$ cat config.mk
export PLATFORM = sky130hd
export DESIGN_NAME = lps_controller
export DESIGN_NICKNAME = d
export VERILOG_FILES = /design/src/design/lps_pkg.sv /design/src/design/lps_controller.sv
export SDC_FILE = /design/constraint.sdc
export NUM_CORES = 1
export LEC_CHECK = 0
export ABC_AREA = 1
export BUFFER_PORTS_ARGS = -buffer_cell sky130_fd_sc_hd__buf_2
export CAP_MARGIN = 20
export CORE_MARGIN = 5
export CORE_UTILIZATION = 35
export CTS_BUF_LIST = sky130_fd_sc_hd__clkbuf_4
export CTS_CLUSTER_SIZE = 24
export DETAILED_ROUTE_END_ITERATION = 10
export PLACE_DENSITY = 0.68
export REMOVE_ABC_BUFFERS = 1
export SLEW_MARGIN = 20
export SYNTH_ARGS = -nofsm -noshare
export SYNTH_HDL_FRONTEND = slang
export SYNTH_SLANG_ARGS = --single-unit
$ cat constraint.sdc
create_clock -name clk -period 1.7 [get_ports clk]
set_clock_uncertainty 0.2 [all_clocks]
set_input_delay 0.255 -clock clk [delete_from_list [all_inputs] [get_ports clk]]
set_output_delay 0.255 -clock clk [all_outputs]
set_load 0.01 [all_outputs]
$ cat src/design/lps_pkg.sv
package lps_pkg;

  // Default sizes of the table and the shuffle.
  localparam int DEF_TABLE_SIZE     = 256;
  localparam int DEF_SHUFFLE_ROUNDS = 20;

  // Register reset values.
  localparam logic [31:0] RST_LCG_MULT = 32'd1664525;
  localparam logic [31:0] RST_LCG_INCR = 32'd1013904223;
  localparam logic [31:0] RST_LCG_MOD  = 32'd0;

  // Register indexes, taken from paddr[3:2].
  localparam logic [1:0] REG_LCG_MULT = 2'd0;
  localparam logic [1:0] REG_LCG_INCR = 2'd1;
  localparam logic [1:0] REG_LCG_MOD  = 2'd2;

  // Action codes carried in tuser.
  localparam logic [1:0] ACT_LOAD    = 2'd0;
  localparam logic [1:0] ACT_STEP    = 2'd1;
  localparam logic [1:0] ACT_SHUFFLE = 2'd2;
  localparam logic [1:0] ACT_READ    = 2'd3;

  // Operand selection for the remainder units.
  localparam logic [1:0] MOD_SEL_INC  = 2'd0;
  localparam logic [1:0] MOD_SEL_DRAW = 2'd1;
  localparam logic [1:0] MOD_SEL_IDX  = 2'd2;

  typedef struct packed {
    logic [31:0] mult;
    logic [31:0] incr;
    logic [31:0] modulus;
  } cfg_t;

  typedef struct packed {
    logic       accept;
    logic       load_seed;
    logic       mod_start;
    logic [1:0] mod_sel;
    logic       inc_raw;
    logic       inc_mod;
    logic       mul;
    logic       add;
    logic       fill_wr;
    logic       pos_adv;
    logic       round_adv;
    logic       pick_draw;
    logic       pick_idx;
    logic       pick_mod;
    logic       rd;
    logic       wr_i;
    logic       wr_pick;
    logic       out_load;
    logic       out_is_read;
  } cmd_t;

  typedef struct packed {
    logic mod_zero;
    logic mod_busy;
    logic mod_done;
    logic pos_last;
    logic round_last;
  } sts_t;

endpackage

$ cat src/design/lps_controller.sv
module lps_controller
  import lps_pkg::*;
#(
  parameter int TABLE_SIZE = DEF_TABLE_SIZE
)
(
  input  logic       clk,
  input  logic       rst_n,
  input  logic       in_valid,
  input  logic [1:0] in_action,
  input  logic       out_free,
  input  sts_t       sts,
  output logic       in_ready,
  output cmd_t       cmd
);

  localparam bit POW2 = ((TABLE_SIZE & (TABLE_SIZE - 1)) == 0);

  localparam logic [3:0] S_FILL  = 4'd0;
  localparam logic [3:0] S_IDLE  = 4'd1;
  localparam logic [3:0] S_INC   = 4'd2;
  localparam logic [3:0] S_INCW  = 4'd3;
  localparam logic [3:0] S_MUL   = 4'd4;
  localparam logic [3:0] S_ADD   = 4'd5;
  localparam logic [3:0] S_PICK  = 4'd6;
  localparam logic [3:0] S_PICKW = 4'd7;
  localparam logic [3:0] S_RD    = 4'd8;
  localparam logic [3:0] S_WR1   = 4'd9;
  localparam logic [3:0] S_WR2   = 4'd10;
  localparam logic [3:0] S_IDX   = 4'd11;
  localparam logic [3:0] S_IDXW  = 4'd12;
  localparam logic [3:0] S_RDE   = 4'd13;
  localparam logic [3:0] S_DONE  = 4'd14;

  logic [3:0] state_r, state_nxt;
  logic [1:0] action_r, action_nxt;
  logic [3:0] after_inc;

  assign after_inc = (action_r == ACT_SHUFFLE) ? S_FILL : S_MUL;

  always_comb begin
    state_nxt  = state_r;
    action_nxt = action_r;
    cmd        = '0;
    in_ready   = 1'b0;
    cmd.out_is_read = (action_r == ACT_READ);
    case (state_r)
      S_FILL: begin
        cmd.fill_wr = 1'b1;
        cmd.pos_adv = 1'b1;
        if (sts.pos_last) begin
          state_nxt = (action_r == ACT_SHUFFLE) ? S_MUL : S_IDLE;
        end
      end
      S_IDLE: begin
        in_ready = 1'b1;
        if (in_valid) begin
          cmd.accept = 1'b1;
          action_nxt = in_action;
          case (in_action)
            ACT_LOAD: begin
              cmd.load_seed = 1'b1;
              state_nxt     = S_DONE;
            end
            ACT_STEP:    state_nxt = S_INC;
            ACT_SHUFFLE: state_nxt = S_INC;
            default:     state_nxt = S_IDX;
          endcase
        end
      end
      S_INC: begin
        if (sts.mod_zero) begin
          cmd.inc_raw = 1'b1;
          state_nxt   = after_inc;
        end else begin
          cmd.mod_start = 1'b1;
          cmd.mod_sel   = MOD_SEL_INC;
          state_nxt     = S_INCW;
        end
      end
      S_INCW: begin
        if (sts.mod_done) begin
          cmd.inc_mod = 1'b1;
          state_nxt   = after_inc;
        end
      end
      S_MUL: begin
        cmd.mul   = 1'b1;
        state_nxt = S_ADD;
      end
      S_ADD: begin
        cmd.add   = 1'b1;
        state_nxt = (action_r == ACT_STEP) ? S_DONE : S_PICK;
      end
      S_PICK: begin
        if (POW2) begin
          cmd.pick_draw = 1'b1;
          state_nxt     = S_RD;
        end else begin
          cmd.mod_start = 1'b1;
          cmd.mod_sel   = MOD_SEL_DRAW;
          state_nxt     = S_PICKW;
        end
      end
      S_PICKW: begin
        if (sts.mod_done) begin
          cmd.pick_mod = 1'b1;
          state_nxt    = S_RD;
        end
      end
      S_RD: begin
        cmd.rd    = 1'b1;
        state_nxt = S_WR1;
      end
      S_WR1: begin
        cmd.wr_i  = 1'b1;
        state_nxt = S_WR2;
      end
      S_WR2: begin
        cmd.wr_pick   = 1'b1;
        cmd.pos_adv   = 1'b1;
        cmd.round_adv = 1'b1;
        state_nxt     = (sts.pos_last && sts.round_last) ? S_DONE : S_MUL;
      end
      S_IDX: begin
        if (POW2) begin
          cmd.pick_idx = 1'b1;
          state_nxt    = S_RDE;
        end else begin
          cmd.mod_start = 1'b1;
          cmd.mod_sel   = MOD_SEL_IDX;
          state_nxt     = S_IDXW;
        end
      end
      S_IDXW: begin
        if (sts.mod_done) begin
          cmd.pick_mod = 1'b1;
          state_nxt    = S_RDE;
        end
      end
      S_RDE: begin
        cmd.rd    = 1'b1;
        state_nxt = S_DONE;
      end
      S_DONE: begin
        if (out_free) begin
          cmd.out_load = 1'b1;
          state_nxt    = S_IDLE;
        end
      end
      default: begin
        state_nxt = S_IDLE;
      end
    endcase
  end

  // Reset starts with the identity fill of the table.
  always_ff @(posedge clk) begin
    if (!rst_n) begin
      state_r  <= S_FILL;
      action_r <= ACT_LOAD;
    end else begin
      state_r  <= state_nxt;
      action_r <= action_nxt;
    end
  end

endmodule

==> flow_summary.yaml <==
finish:
  nets: 185
  areaGrowthSynthToFinish_pct: 35.94
  drive_above_1_share_pct: 41.18
  fin_util_pct: 51.06
  num-fill-cells: 220
  n_antenna_cell: 0
route:
  drt_iter0_drc: 28
  totalWireLength_mm: 2.055
  ant_nets: 0
  dr_total_vias: 892
  first_pass_iters: 4
  wire_per_inst_um: 10.43
  vias_per_cell: 4.528
  route.detailed.drc: 0
critical_path:
  end_kind: "output port"
  required_ps: 1240
  worst-path-max-fanout: 6
  worstSetupStartpointType: "register"
  cp.arrival_ps: 1220
  crit_slowest_cell: "dfxtp_4"
  critical_path_class: "reg -> out"
  path_cells: "nor2_4 > buf_6 > nand2_2 > nor2_2 > buf_2"
  slowest_delay_ps: 370
logic_synthesis:
  yosysWarnings: 0
  synth_compound_area_share_pct: 8.319
  synth_seq_cells: 6
  yosysMostFrequentCell: "nand2_1"
  yosysSeqAreaShare_pct: 15.97
  synth-simple-area-share_pct: 53.74
  avgSynthCellArea_um2: 5.529
  yosysUniqueCellTypes: 22
  synth_common_cells: "nand2_1, nor2_1, inv_1"
  synth_xor_area_share_pct: 0
  synthTopCellsByArea: "nand2_1, dfxtp_1, nor2_1"
  synth_mux_area_share_pct: 0
  syn_inst: 136
  synth_ff_type: "dfxtp_1"
  syn_area_um2: 752.0
  synth_top_area_share_pct: 19.97
  yosys.area.top_type: "nand2_1"
  synth_top_family_by_area: "simple AND/OR/NAND/NOR gates"
  synth_edf_count: 0
  synthArstFlopShare_pct: 0
  synth_fa_ha_area_share_pct: 3.328
clock_network:
  numClockSinks: 6
  cts_tree: "done"
  max-clock-path-buffers: 2
  clk-insertion-delay-late_ps: 250
  h-tree-depth: 1
  clkTransAtPathRegs_ps: 50
  ctsHoldBuffers: 0
  cts_buffers: 3
  root_buffer: "clkbuf_4"
timing:
  period_share_pct: 98.45
  finalCriticalPeriod_ps: 1674
  rsz0062_at_grt: "yes"
  hold_slack_ps: 87.18
  maxClockFrequency_ghz: 0.5975
  hold_viol_final: 0
  slew_violations: 0
  finalSetupViolations: 0
floorplan:
  die_h_um: 56.35
  io_pins: 32
  die_w_um: 56.35
  die_area_um2: 3175
  rows: 16
  core_area_um2: 2002
  initial_core_util_pct: 37.56
placed_design:
  dp_hpwl_mm: 1.657
  gp_congestion: 0.9117
  port_buffers: 28
global_route:
  grt_max_degree: 8
  grt_use_total_pct: 12.57
  overflow: 0
  antenna_found_initial: 0
  grt_pass1_wl_mm: 3.291
  grt_pass1_vias: 793
power_and_ir_drop:
  peakVddDrop_mv: 0.6589
  powerDensity_nw_per_um2: 1475
  leakagePower_nw: 0.6130
status:
  status: "finished clean"
worst_hold_path:
  hold_path_class: "in -> reg"
run:
  cap_violations: 0
[logic make-up after synthesis]
kind of cell	after synthesis
adder cells (fa/ha/maj)	2
other	1
AND/OR/NAND/NOR	84
flip-flops	6
AO/OA/AOI/OAI	12
buffers and inverters	31
[cells in the final DEF, fill, tap and decap left out, types with 3 or more instances in the layout]
cell type	n
nor2_4	6
clkbuf_4	3
buf_4	4
nand2_1	38
a21oi_1	7
dfxtp_4	4
inv_1	18
buf_6	3
o21ai_0	3
nand2_2	6
nor2_1	20
inv_2	8
nor2_2	3
buf_2	27
nand3_1	4
[worst max-delay path: cells and delay by family, from the launching register on]
| family | cells | cell delay [ps] |
|---|---|---|
| flops | 1 | 370 |
| simple gates | 3 | 340 |
| buf+inv | 2 | 270 |
[path summary, 6_finish.rpt]
path / startpoint / to / depth (start not counted) / slack, ps
worst max-delay path: state_r[3] / cmd[17] / 5 / 30
worst min-delay path: rst_n / action_r[0] / 3 / 90
worst max register to register: state_r[3] / state_r[0] / 10 / 240
worst min register to register: state_r[0] / state_r[0] / 2 / 330
[per-stage QoR]
stage	area [µm²]	total power [mW]	setup slack [ps]	setup TNS, ps	std cells
2_1_floorplan	721.9	0.9152	50.54	0	133
4_1_cts	958.4	1.383	-9.196	-11.91	195
3_3_place_gp	910.9	1.168	141.9	0	190
5_1_grt	1022	1.661	-39.54	-255.1	197
3_5_place_dp	910.9	1.178	151.2	0	190
6_report	1022	1.508	26.31	0	197
[registers in the layout, indices dropped and copies added, names as in the netlist]
signal and cells:
state_r 4, action_r 2
[per-layer routing]
metal | share of wire [%] | vias to the layer above | global-route usage, % | routed length [µm]
li1 | - | 473 | - | -
met1 | 45 | 372 | 16.80 | 917
met2 | 46 | 47 | 19.70 | 938
met3 | 9.6 | 0 | 5.046 | 198
met4 | 0 | 0 | 1.017 | 0
met5 | 0 | - | 0 | 0
[power breakdown]
| part | internal [mW] | switching (mW) | total [mW] |
|---|---|---|---|
| clock network | 0.0799 | 0.0516 | 0.132 |
| logic | 0.428 | 0.639 | 1.07 |
| registers | 0.211 | 0.0982 | 0.309 |
| total | 0.719 | 0.788 | 1.51 |
[layout make-up]
class                   instances  area [µm²]  share of cell area, %
multi-input cells             100       529.3                  51.77
repair buffers                 34       198.9                  19.46
flip-flops and latches          6       135.1                  13.22
inverters                      27       102.6                  10.04
well taps                      27       33.78                  3.305
clock buffers                   3       22.52                  2.203
[repair_timing]
item | in CTS | in global routing
setup endpoints to repair | 11 | 11
gates resized for setup | 6 | 14
setup buffers | 2 | 2
pin swaps | 1 | 2
Power figures use the tool's default switching activity.
